`config.mk`:
```
export PLATFORM = sky130hd
export DESIGN_NAME = image_frame_deframer_flat
export DESIGN_NICKNAME = d
export VERILOG_FILES = /design/src/ifd_pkg.sv /design/src/ifd_channels.sv /design/src/image_frame_deframer.sv /design/src/ifd_parser.sv /design/src/flat_wrapper.sv
export SDC_FILE = /design/constraint.sdc
export NUM_CORES = 2
export LEC_CHECK = 0
export ABC_AREA = 1
export CAP_MARGIN = 10
export CORE_UTILIZATION = 40
export CTS_BUF_LIST = sky130_fd_sc_hd__clkbuf_4 sky130_fd_sc_hd__clkbuf_8
export DETAILED_ROUTE_END_ITERATION = 16
export DONT_BUFFER_PORTS = 1
export HOLD_SLACK_MARGIN = 0.12
export SETUP_SLACK_MARGIN = 0.05
export SLEW_MARGIN = 20
export SYNTH_ARGS = -nofsm -noshare
export SYNTH_HDL_FRONTEND = slang
export SYNTH_HIERARCHICAL = 1
export SYNTH_SLANG_ARGS = --single-unit
export TNS_END_PERCENT = 10
```
`constraint.sdc`:
```
create_clock -name clock -period 17.37 [get_ports clock]
set_input_delay 3.474 -clock clock [delete_from_list [all_inputs] [get_ports clock]]
set_output_delay 3.474 -clock clock [all_outputs]
set_load 0.05 [all_outputs]
```
`src/ifd_pkg.sv`:
```
// ----------------------------------------------------------------------------
// ifd_pkg: shared types and codes of the image frame deframer
// Parser phases, result kinds, status codes and the result record.
// ----------------------------------------------------------------------------
package ifd_pkg;

   typedef enum logic [2:0] {
      PHASE_SIZE   = 3'd0,
      PHASE_STAMP  = 3'd1,
      PHASE_NLEN   = 3'd2,
      PHASE_NAME   = 3'd3,
      PHASE_WIDTH  = 3'd4,
      PHASE_HEIGHT = 3'd5,
      PHASE_PIXELS = 3'd6,
      PHASE_DONE   = 3'd7
   } ifd_phase_type;

   localparam logic [1:0] KIND_NAME   = 2'd0;
   localparam logic [1:0] KIND_PIXEL  = 2'd1;
   localparam logic [1:0] KIND_STATUS = 2'd2;

   localparam logic [1:0] STATUS_OK       = 2'd0;
   localparam logic [1:0] STATUS_MISMATCH = 2'd1;
   localparam logic [1:0] STATUS_EARLY    = 2'd2;

   typedef struct packed {
      logic [1:0]  kind;
      logic [7:0]  byte_value;
      logic [63:0] item_index;
      logic [63:0] frame_timestamp;
      logic [63:0] name_length;
      logic [31:0] image_width;
      logic [31:0] image_height;
      logic [1:0]  status;
      logic        end_of_run;
   } ifd_result_type;

   // Results caused by one beat: an optional name/pixel result, then an
   // optional status result.
   typedef struct packed {
      logic           data_valid;
      logic           stat_valid;
      ifd_result_type data;
      ifd_result_type stat;
   } ifd_emit_type;

endpackage

```
`src/ifd_channels.sv`:
```
// ----------------------------------------------------------------------------
// ifd channels: request and response handshake interfaces
// Valid/ready channels carrying stream bytes in and parsed results out.
// ----------------------------------------------------------------------------
interface ifd_req_if;
   logic       valid;
   logic       ready;
   logic [7:0] stream_byte;
   logic       final_byte;

   modport source (output valid, output stream_byte, output final_byte, input ready);
   modport sink   (input valid, input stream_byte, input final_byte, output ready);
endinterface

interface ifd_rsp_if;
   logic        valid;
   logic        ready;
   logic [1:0]  kind;
   logic [7:0]  byte_value;
   logic [63:0] item_index;
   logic [63:0] frame_timestamp;
   logic [63:0] name_length;
   logic [31:0] image_width;
   logic [31:0] image_height;
   logic [1:0]  status;
   logic        end_of_run;

   modport source (output valid, output kind, output byte_value, output item_index,
                   output frame_timestamp, output name_length, output image_width,
                   output image_height, output status, output end_of_run, input ready);
   modport sink   (input valid, input kind, input byte_value, input item_index,
                   input frame_timestamp, input name_length, input image_width,
                   input image_height, input status, input end_of_run, output ready);
endinterface

```
`src/image_frame_deframer.sv`:
```
// ----------------------------------------------------------------------------
// image_frame_deframer: byte-serial image frame parser
// Usage:
//   req_bus carries one frame byte per beat (stream_byte) with final_byte
//   marking the last byte of the frame. rsp_bus carries results: a name
//   character or pixel with its index, and on the final byte an end-of-frame
//   status with the decoded header fields. The last result of a beat has
//   end_of_run set.
//   A result is registered and appears on rsp_bus in the cycle after its
//   beat is taken. Throughput: one byte per cycle while rsp_bus is ready.
//   A final byte that also carries a name character or pixel yields two
//   results; req_bus.ready is low until the second leaves the spare slot.
//   Reset (synchronous, active high) rearms the parser for a new frame and
//   empties the output register and the spare slot.
//   When the receiver stalls, the output register holds its result and
//   req_bus.ready drops unless the output register drains in the same cycle.
// ----------------------------------------------------------------------------
module image_frame_deframer (
   input  logic    clock,
   input  logic    reset,
   ifd_req_if.sink   req_bus,
   ifd_rsp_if.source rsp_bus
);

   ifd_pkg::ifd_emit_type   emit;
   ifd_pkg::ifd_result_type out_ff, out_in;
   ifd_pkg::ifd_result_type spare_ff, spare_in;
   logic out_valid_ff, out_valid_in;
   logic spare_valid_ff, spare_valid_in;
   logic accept;
   logic pop;

   // Take a beat only when the output register is free or draining and the
   // spare slot holds nothing.
   assign pop           = out_valid_ff && rsp_bus.ready;
   assign req_bus.ready = ~spare_valid_ff && (~out_valid_ff || rsp_bus.ready);
   assign accept        = req_bus.valid && req_bus.ready;

   ifd_parser u_parser (
      .clock       (clock),
      .reset       (reset),
      .accept      (accept),
      .stream_byte (req_bus.stream_byte),
      .final_byte  (req_bus.final_byte),
      .emit        (emit)
   );

   // Load the output register from the parser, or advance the spare result.
   always_comb begin
      out_in         = out_ff;
      out_valid_in   = out_valid_ff && ~pop;
      spare_in       = spare_ff;
      spare_valid_in = spare_valid_ff;
      priority if (accept && emit.data_valid && emit.stat_valid) begin
         out_in         = emit.data;
         out_valid_in   = 1'b1;
         spare_in       = emit.stat;
         spare_valid_in = 1'b1;
      end else if (accept && emit.data_valid) begin
         out_in       = emit.data;
         out_valid_in = 1'b1;
      end else if (accept && emit.stat_valid) begin
         out_in       = emit.stat;
         out_valid_in = 1'b1;
      end else if (spare_valid_ff && (~out_valid_ff || pop)) begin
         out_in         = spare_ff;
         out_valid_in   = 1'b1;
         spare_valid_in = 1'b0;
      end else begin
         out_in = out_ff;
      end
   end

   always_ff @(posedge clock) begin
      if (reset) begin
         out_valid_ff   <= 1'b0;
         spare_valid_ff <= 1'b0;
      end else begin
         out_valid_ff   <= out_valid_in;
         spare_valid_ff <= spare_valid_in;
      end
   end

   // payload holds need no reset
   always_ff @(posedge clock) begin
      out_ff   <= out_in;
      spare_ff <= spare_in;
   end

   assign rsp_bus.valid           = out_valid_ff;
   assign rsp_bus.kind            = out_ff.kind;
   assign rsp_bus.byte_value      = out_ff.byte_value;
   assign rsp_bus.item_index      = out_ff.item_index;
   assign rsp_bus.frame_timestamp = out_ff.frame_timestamp;
   assign rsp_bus.name_length     = out_ff.name_length;
   assign rsp_bus.image_width     = out_ff.image_width;
   assign rsp_bus.image_height    = out_ff.image_height;
   assign rsp_bus.status          = out_ff.status;
   assign rsp_bus.end_of_run      = out_ff.end_of_run;

endmodule

```
`src/ifd_parser.sv`:
```
// ----------------------------------------------------------------------------
// ifd_parser: frame header and payload parser
// Holds the parse state and forms the results of the current beat.
// ----------------------------------------------------------------------------
module ifd_parser (
   input  logic                clock,
   input  logic                reset,
   input  logic                accept,
   input  logic [7:0]          stream_byte,
   input  logic                final_byte,
   output ifd_pkg::ifd_emit_type emit
);

   ifd_pkg::ifd_phase_type phase_ff, phase_in, phase_step;
   logic [2:0]  pos_ff, pos_in;
   logic [63:0] received_ff, received_in;
   logic [63:0] declared_ff, declared_in;
   logic [63:0] stamp_ff, stamp_in;
   logic [63:0] nlen_ff, nlen_in;
   logic [63:0] chars_ff, chars_in;
   logic [63:0] pixel_ff, pixel_in;
   logic [31:0] width_ff, width_in;
   logic [31:0] height_ff, height_in;
   logic [31:0] column_ff, column_in;
   logic [31:0] row_ff, row_in;

   logic [63:0] lane;
   logic        last8;
   logic        last4;
   logic        column_wrap;

   assign lane        = {56'd0, stream_byte} << {pos_ff, 3'b000};
   assign last8       = (pos_ff == 3'd7);
   assign last4       = (pos_ff == 3'd3);
   assign column_wrap = ((column_ff + 32'd1) == width_ff);

   // next phase
   always_comb begin
      phase_step = phase_ff;
      unique case (phase_ff)
         ifd_pkg::PHASE_SIZE: begin
            if (last8) phase_step = ifd_pkg::PHASE_STAMP;
         end
         ifd_pkg::PHASE_STAMP: begin
            if (last8) phase_step = ifd_pkg::PHASE_NLEN;
         end
         ifd_pkg::PHASE_NLEN: begin
            if (last8) begin
               phase_step = (nlen_in == 64'd0) ? ifd_pkg::PHASE_WIDTH : ifd_pkg::PHASE_NAME;
            end
         end
         ifd_pkg::PHASE_NAME: begin
            if (chars_in == nlen_ff) phase_step = ifd_pkg::PHASE_WIDTH;
         end
         ifd_pkg::PHASE_WIDTH: begin
            if (last4) phase_step = ifd_pkg::PHASE_HEIGHT;
         end
         ifd_pkg::PHASE_HEIGHT: begin
            if (last4) begin
               phase_step = (width_ff == 32'd0 || height_in == 32'd0) ?
                            ifd_pkg::PHASE_DONE : ifd_pkg::PHASE_PIXELS;
            end
         end
         ifd_pkg::PHASE_PIXELS: begin
            if (column_wrap && (row_ff + 32'd1) == height_ff) begin
               phase_step = ifd_pkg::PHASE_DONE;
            end
         end
         ifd_pkg::PHASE_DONE: begin
            phase_step = ifd_pkg::PHASE_DONE;
         end
      endcase
      phase_in = final_byte ? ifd_pkg::PHASE_SIZE : phase_step;
   end

   // field assembly, counters and results
   always_comb begin
      pos_in      = pos_ff;
      received_in = received_ff + 64'd1;
      declared_in = declared_ff;
      stamp_in    = stamp_ff;
      nlen_in     = nlen_ff;
      chars_in    = chars_ff;
      pixel_in    = pixel_ff;
      width_in    = width_ff;
      height_in   = height_ff;
      column_in   = column_ff;
      row_in      = row_ff;
      emit        = '0;

      unique case (phase_ff)
         ifd_pkg::PHASE_SIZE: begin
            declared_in = declared_ff | lane;
            pos_in      = pos_ff + 3'd1;
         end
         ifd_pkg::PHASE_STAMP: begin
            stamp_in = stamp_ff | lane;
            pos_in   = pos_ff + 3'd1;
         end
         ifd_pkg::PHASE_NLEN: begin
            nlen_in = nlen_ff | lane;
            pos_in  = pos_ff + 3'd1;
         end
         ifd_pkg::PHASE_NAME: begin
            emit.data_valid      = 1'b1;
            emit.data.kind       = ifd_pkg::KIND_NAME;
            emit.data.byte_value = stream_byte;
            emit.data.item_index = chars_ff;
            chars_in             = chars_ff + 64'd1;
         end
         ifd_pkg::PHASE_WIDTH: begin
            width_in = width_ff | lane[31:0];
            pos_in   = last4 ? 3'd0 : pos_ff + 3'd1;
         end
         ifd_pkg::PHASE_HEIGHT: begin
            height_in = height_ff | lane[31:0];
            pos_in    = last4 ? 3'd0 : pos_ff + 3'd1;
         end
         ifd_pkg::PHASE_PIXELS: begin
            emit.data_valid      = 1'b1;
            emit.data.kind       = ifd_pkg::KIND_PIXEL;
            emit.data.byte_value = stream_byte;
            emit.data.item_index = pixel_ff;
            pixel_in             = pixel_ff + 64'd1;
            if (column_wrap) begin
               column_in = 32'd0;
               row_in    = row_ff + 32'd1;
            end else begin
               column_in = column_ff + 32'd1;
            end
         end
         ifd_pkg::PHASE_DONE: begin
            pos_in = pos_ff;
         end
      endcase

      emit.data.end_of_run = ~final_byte;

      emit.stat_valid           = final_byte;
      emit.stat.kind            = ifd_pkg::KIND_STATUS;
      emit.stat.frame_timestamp = stamp_in;
      emit.stat.name_length     = nlen_in;
      emit.stat.image_width     = width_in;
      emit.stat.image_height    = height_in;
      emit.stat.end_of_run      = 1'b1;
      priority if (phase_step == ifd_pkg::PHASE_SIZE) begin
         emit.stat.status = ifd_pkg::STATUS_EARLY;
      end else if (declared_in != received_in) begin
         emit.stat.status = ifd_pkg::STATUS_MISMATCH;
      end else if (phase_step != ifd_pkg::PHASE_DONE) begin
         emit.stat.status = ifd_pkg::STATUS_EARLY;
      end else begin
         emit.stat.status = ifd_pkg::STATUS_OK;
      end
   end

   always_ff @(posedge clock) begin
      if (reset || (accept && final_byte)) begin
         phase_ff    <= ifd_pkg::PHASE_SIZE;
         pos_ff      <= 3'd0;
         received_ff <= 64'd0;
         declared_ff <= 64'd0;
         stamp_ff    <= 64'd0;
         nlen_ff     <= 64'd0;
         chars_ff    <= 64'd0;
         pixel_ff    <= 64'd0;
         width_ff    <= 32'd0;
         height_ff   <= 32'd0;
         column_ff   <= 32'd0;
         row_ff      <= 32'd0;
      end else if (accept) begin
         phase_ff    <= phase_in;
         pos_ff      <= pos_in;
         received_ff <= received_in;
         declared_ff <= declared_in;
         stamp_ff    <= stamp_in;
         nlen_ff     <= nlen_in;
         chars_ff    <= chars_in;
         pixel_ff    <= pixel_in;
         width_ff    <= width_in;
         height_ff   <= height_in;
         column_ff   <= column_in;
         row_ff      <= row_in;
      end
   end

endmodule

```
`src/flat_wrapper.sv`:
```
// flat-port wrapper written by rule: the top's interface ports become plain ports
module image_frame_deframer_flat 
  (clock, reset, req_bus_valid, req_bus_stream_byte, req_bus_final_byte, req_bus_ready, rsp_bus_valid, rsp_bus_kind, rsp_bus_byte_value, rsp_bus_item_index, rsp_bus_frame_timestamp, rsp_bus_name_length, rsp_bus_image_width, rsp_bus_image_height, rsp_bus_status, rsp_bus_end_of_run, rsp_bus_ready);
  ifd_req_if req_bus_i ();
  ifd_rsp_if rsp_bus_i ();
  input  logic clock;
  input  logic reset;
  input wire logic [$bits(req_bus_i.valid)-1:0] req_bus_valid;
  input wire logic [$bits(req_bus_i.stream_byte)-1:0] req_bus_stream_byte;
  input wire logic [$bits(req_bus_i.final_byte)-1:0] req_bus_final_byte;
  output wire logic [$bits(req_bus_i.ready)-1:0] req_bus_ready;
  output wire logic [$bits(rsp_bus_i.valid)-1:0] rsp_bus_valid;
  output wire logic [$bits(rsp_bus_i.kind)-1:0] rsp_bus_kind;
  output wire logic [$bits(rsp_bus_i.byte_value)-1:0] rsp_bus_byte_value;
  output wire logic [$bits(rsp_bus_i.item_index)-1:0] rsp_bus_item_index;
  output wire logic [$bits(rsp_bus_i.frame_timestamp)-1:0] rsp_bus_frame_timestamp;
  output wire logic [$bits(rsp_bus_i.name_length)-1:0] rsp_bus_name_length;
  output wire logic [$bits(rsp_bus_i.image_width)-1:0] rsp_bus_image_width;
  output wire logic [$bits(rsp_bus_i.image_height)-1:0] rsp_bus_image_height;
  output wire logic [$bits(rsp_bus_i.status)-1:0] rsp_bus_status;
  output wire logic [$bits(rsp_bus_i.end_of_run)-1:0] rsp_bus_end_of_run;
  input wire logic [$bits(rsp_bus_i.ready)-1:0] rsp_bus_ready;
  assign req_bus_i.valid = req_bus_valid;
  assign req_bus_i.stream_byte = req_bus_stream_byte;
  assign req_bus_i.final_byte = req_bus_final_byte;
  assign req_bus_ready = req_bus_i.ready;
  assign rsp_bus_valid = rsp_bus_i.valid;
  assign rsp_bus_kind = rsp_bus_i.kind;
  assign rsp_bus_byte_value = rsp_bus_i.byte_value;
  assign rsp_bus_item_index = rsp_bus_i.item_index;
  assign rsp_bus_frame_timestamp = rsp_bus_i.frame_timestamp;
  assign rsp_bus_name_length = rsp_bus_i.name_length;
  assign rsp_bus_image_width = rsp_bus_i.image_width;
  assign rsp_bus_image_height = rsp_bus_i.image_height;
  assign rsp_bus_status = rsp_bus_i.status;
  assign rsp_bus_end_of_run = rsp_bus_i.end_of_run;
  assign rsp_bus_i.ready = rsp_bus_ready;
  image_frame_deframer u_core (.clock(clock), .reset(reset), .req_bus(req_bus_i), .rsp_bus(rsp_bus_i));
endmodule
```
# After elaboration in Yosys (flattened, before gate mapping)
# Index checks and enable logic that the tools add are counted.
# word_totals
register_bits,983
input_bits,13
word_cells,127
out_inout_bits,271
# classes
muxes,37
n_eq_ne,16
n_bitwise,9
n_addsub,6
n_reduce_logical,30
shifts,1
# ops
op,count
$mux 269,4
$mux 64,4
$add 64x1->64 const B,3
$or 64x64->64,3
$pmux 73 s2,1
$mux 32,3
$add 32x1->32 const B,2
$eq 32x32->1,2
$eq 64x64->1,1
$logic_not 32->1,2
$logic_not 64->1,1
$ne 64x64->1,1
$or 32x32->32,2
$shl 8x6->64,1
$mux 3,10
$pmux 3 s8,1
$eq 3x3->1 const B,5
$mux 1,10
$eq 3x2->1 const B,3
$logic_and 1x1->1,9
$logic_not 3->1,2
$mux 2,3
$pmux 3 s2,1
$reduce_and 3->1,2
other kinds (11),23

# Depth between registers and ports, before layout
# depth
depth_word,15
mapped_depth,25
depth_no_buf,25

# Modules after synthesis
# The synthesis kept the hierarchy.
# by_module_without_submodules
mod,cells_each,seq_area_each_um2,area_per_inst_um2,n_inst
ifd_parser,5347,10369.9,33793.7,1
image_frame_deframer,2621,16195.5,25205.4,1

# Least setup slack after synthesis
# Ideal clock, no wire load.
# synth_path
path_kind,input to register
startpoint,in req_bus_final_byte
endpoint,"reg, netlist name u_core/spare_ff[0]"
arrival_time_ns,15.354
setup_time_ns,0.908
path_stages,6
path_slack_ns,1.108
path_buffers,4
path_cell_list,buf_4 > buf_2 > nand4_1 > buf_2 > buf_4 > nor2_1
# synth_lines
element,line,text
from (decl),flat_wrapper.sv:10,input wire logic [$bits(req_bus_i.final_byte)-1:0] req_bus_final_byte;

# Worst setup path after layout
# layout_path
startpoint,in rsp_bus_ready
endpoint,out req_bus_ready
# layout_between
elab_chain_cells,2
# layout_lines
element,line,text
from (decl),flat_wrapper.sv:22,input wire logic [$bits(rsp_bus_i.ready)-1:0] rsp_bus_ready;
$logic_or 1x1->1,image_frame_deframer.sv:36,assign req_bus.ready = ~spare_valid_ff && (~out_valid_ff || rsp_bus.ready);
$logic_and 1x1->1,image_frame_deframer.sv:36,
to (decl),flat_wrapper.sv:11,output wire logic [$bits(req_bus_i.ready)-1:0] req_bus_ready;
# No other way between the ends.

==> impl_metrics.yaml <==
status:
  status: "finished, final reports clean"
placement:
  pre_cts_slack_ns: 9.55
  port_buffers: 0
  dpl.hpwl_mm: 147
  place_inst: 9584
  gp_congestion: 0.976
critical_path:
  r2r_setup_slack_ns: 12.02
  reg2regPathDepth: 9
  cp.arrival_ns: 4.36
  critPathLaunch: "rsp_bus_ready"
  crit_path_end_kind: "output port"
  r2r-start: "u_core/u_parser/phase_ff[1]$_SDFFE_PP0P_"
  reg2reg_to: "u_core/rsp_bus.frame_timestamp[35]$_DFFE_PP_"
  required_ns: 13.90
  worstPathMaxFanout: 33
  path_class: "input port to output port"
  critPathCapture: "req_bus_ready"
  start_kind: "input port"
floorplanning:
  initial_core_util: 0.404
  fp.dieH_um: 386
  die-area_mm2: 0.149
  io_pins: 284
  fp-row-count: 140
  core_mm2: 0.146
  die_x_um: 386
min_path:
  hold_path_class: "flip-flop to flip-flop"
  hold_start: "u_core/u_parser/declared_ff[44]$_SDFFE_PP0P_"
  min_path_cells: 2
synth:
  ys_seq_area_frac: 0.450
  synthTopCellsByArea: "edfxtp_1 (27%), dfxtp_1 (18%), nand2_1 (12%)"
  syn_avg_cell_area_um2: 7.40
  yosysMostFrequentCell: "nand2_1"
  yosys.area.top_type_share: 0.274
  synth_ff_type: "edfxtp_1"
  netlist_instances: 7968
  synth_seq_cells: 1058
  yosysTopAreaCell: "edfxtp_1"
  syn_area_mm2: 0.0590
  synth_enable_flop_cells: 538
  synth_common_cells: "nand2_1 (1928), inv_1 (1253), nor2_1 (661), nand3_1 (585), edfxtp_1 (538)"
  yosysUniqueCellTypes: 55
  ys_async_sr_fraction: 0
  ys.warnings.count: 6
sta:
  setup_viol_count_final: 0
  timing.final.ws_setup_ns: 9.54
  drv_slew: 0
  fin_tns_setup_ns: 0
  slew_headroom: 0.244
  max_slew.worst_pin.slew_ns: 1.13
  hold_viol_final: 0
  finalClockSkew_ns: 0.0898
  period_needed_ns: 7.83
  grt_setup_unrepaired: "false"
  finalCritPeriodShare: 0.451
  clock.fmax_ghz: 0.128
global_routing:
  grt_pass1_wl_mm: 306
  antenna_found_initial: 3
  grt_pass1_vias: 48000
  grt_max_degree: 274
  grt.overflow.total: 0
  grt_use_total: 0.272
detailed_routing:
  dr.pass1.iters: 8
  wirelength_mm: 207
  drc: 0
  drt_iter0_markers: 4592
  postRouteAntennaNets: 0
  wl_per_cell_um: 20.9
  via_count: 51600
  vias_per_cell: 5.20
clock_tree:
  path_clk_slew_ns: 0.06
  cts_made_buffers: 188
  cts_tree: "yes"
  cts-resized-gates: 0
  clockRootBuffer: "clkbuf_8"
  clock_latency_ns: 1.00
  post_cts_buffers: 0
  h-tree-depth: 4
  holdBufCountCts: 0
  clock_sinks: 1058
  clk_path_buf_depth: 3
layout:
  layout-drive-gt1-share: 0.0656
  post_layout_nonfiller_instances: 9939
  fin_nets: 7877
  syn_to_final_growth_pct: 7.79
power:
  p_leak_nw: 26.7
  ir_drop_mv: 0.0592
  cellPowerDensity_mw_per_mm2: 89.6
flow_run:
  cap_violations: 0
[cell type report]
cell class | count | area (um2)
tap | 1917 | 2400
sequential | 1058 | 26600
clock buffer | 300 | 3590
inverter | 1264 | 4770
clock inverter | 53 | 544
antenna | 2 | 5.00
multi-input combinational | 5271 | 25100
fill | 15100 | 82500
timing repair buffer | 74 | 613
[layer usage]
metal / track usage / up-vias / wire length [um]
met5: 0 / - / 13
met4: 0.111 / 2 / 8100
met3: 0.0450 / 312 / 12500
met2: 0.433 / 1638 / 95200
met1: 0.366 / 24500 / 91600
li1: - / 25200 / -
[worst min-delay path by stage]
stage,to,slack [ns]
finish,u_core/u_parser/declared_ff[44]$_SDFFE_PP0P_,0.47
CTS,u_core/u_parser/declared_ff[44]$_SDFFE_PP0P_,0.47
global route,u_core/u_parser/declared_ff[44]$_SDFFE_PP0P_,0.49
detailed placement,u_core/u_parser/declared_ff[44]$_SDFFE_PP0P_,0.46
floorplan,u_core/u_parser/height_ff[11]$_SDFFE_PP0P_,0.44
global placement,u_core/u_parser/height_ff[11]$_SDFFE_PP0P_,0.45
[worst max-delay path: stages]
cell and delay (ns):
inv_1 0.06, a21oi_4 0.26, buf_4 0.51
[cell usage in the layout, fill, tap and decap left out, types with 58 or more instances in the layout]
| cell type | synthesis | final |
|---|---|---|
| a211oi_1 | 109 | 109 |
| a21oi_1 | 473 | 473 |
| buf_4 | 302 | 68 |
| clkbuf_4 | 0 | 86 |
| clkbuf_8 | 0 | 214 |
| conb_1 | 2 | 270 |
| dfxtp_1 | 520 | 520 |
| edfxtp_1 | 538 | 538 |
| inv_1 | 1253 | 1251 |
| nand2_1 | 1928 | 1927 |
| nand3_1 | 585 | 583 |
| nand4_1 | 381 | 381 |
| nor2_1 | 661 | 648 |
| nor3_1 | 111 | 108 |
| o21ai_0 | 355 | 355 |
| o22ai_1 | 58 | 58 |
| xor2_1 | 94 | 94 |
[report_power, final]
part           internal (mW)  switching (mW)
registers               2.67           0.138
clock network           1.38            1.16
logic                 0.0927           0.251
total                   4.15            1.55
[sequential cells by signal (all words and copies together) (netlist names), 8 cells and up]
register	cells
u_core/u_parser/chars_ff	64
u_core/rsp_bus.byte_value	8
u_core/u_parser/height_ff	32
u_core/rsp_bus.frame_timestamp	64
u_core/u_parser/declared_ff	64
u_core/rsp_bus.image_height	32
u_core/u_parser/column_ff	32
u_core/spare_ff	269
u_core/u_parser/received_ff	64
u_core/u_parser/stamp_ff	64
u_core/u_parser/width_ff	32
u_core/rsp_bus.image_width	32
u_core/u_parser/row_ff	32
u_core/rsp_bus.name_length	64
u_core/u_parser/nlen_ff	64
u_core/u_parser/pixel_ff	64
u_core/rsp_bus.item_index	64
[kinds of logic (layout without fill, tap and decap cells)]
family,count (synthesis),in the layout,share of synthesized area
simple gates,3781,3781,0.280
other cells,2,272,0.000127
xor+xnor,147,147,0.0266
fa+ha+maj,7,7,0.00148
buf+inv,1907,1691,0.143
flops,1058,1058,0.450
compound gates,1066,1066,0.0987
[through the flow]
| step | utilization | hold slack [ns] | total power [mW] | cell area (um2) |
|---|---|---|---|---|
| floorplan | - | 0.437 | 3.15 | 60000 |
| finish | 0.435 | 0.466 | 5.70 | 63600 |
| global placement | 0.407 | 0.447 | 3.20 | 59400 |
| global route | 0.435 | 0.492 | 5.92 | 63600 |
| detailed placement | 0.407 | 0.456 | 3.20 | 59400 |
| CTS | 0.435 | 0.467 | 5.76 | 63600 |
(Power assumes the default switching activity.)
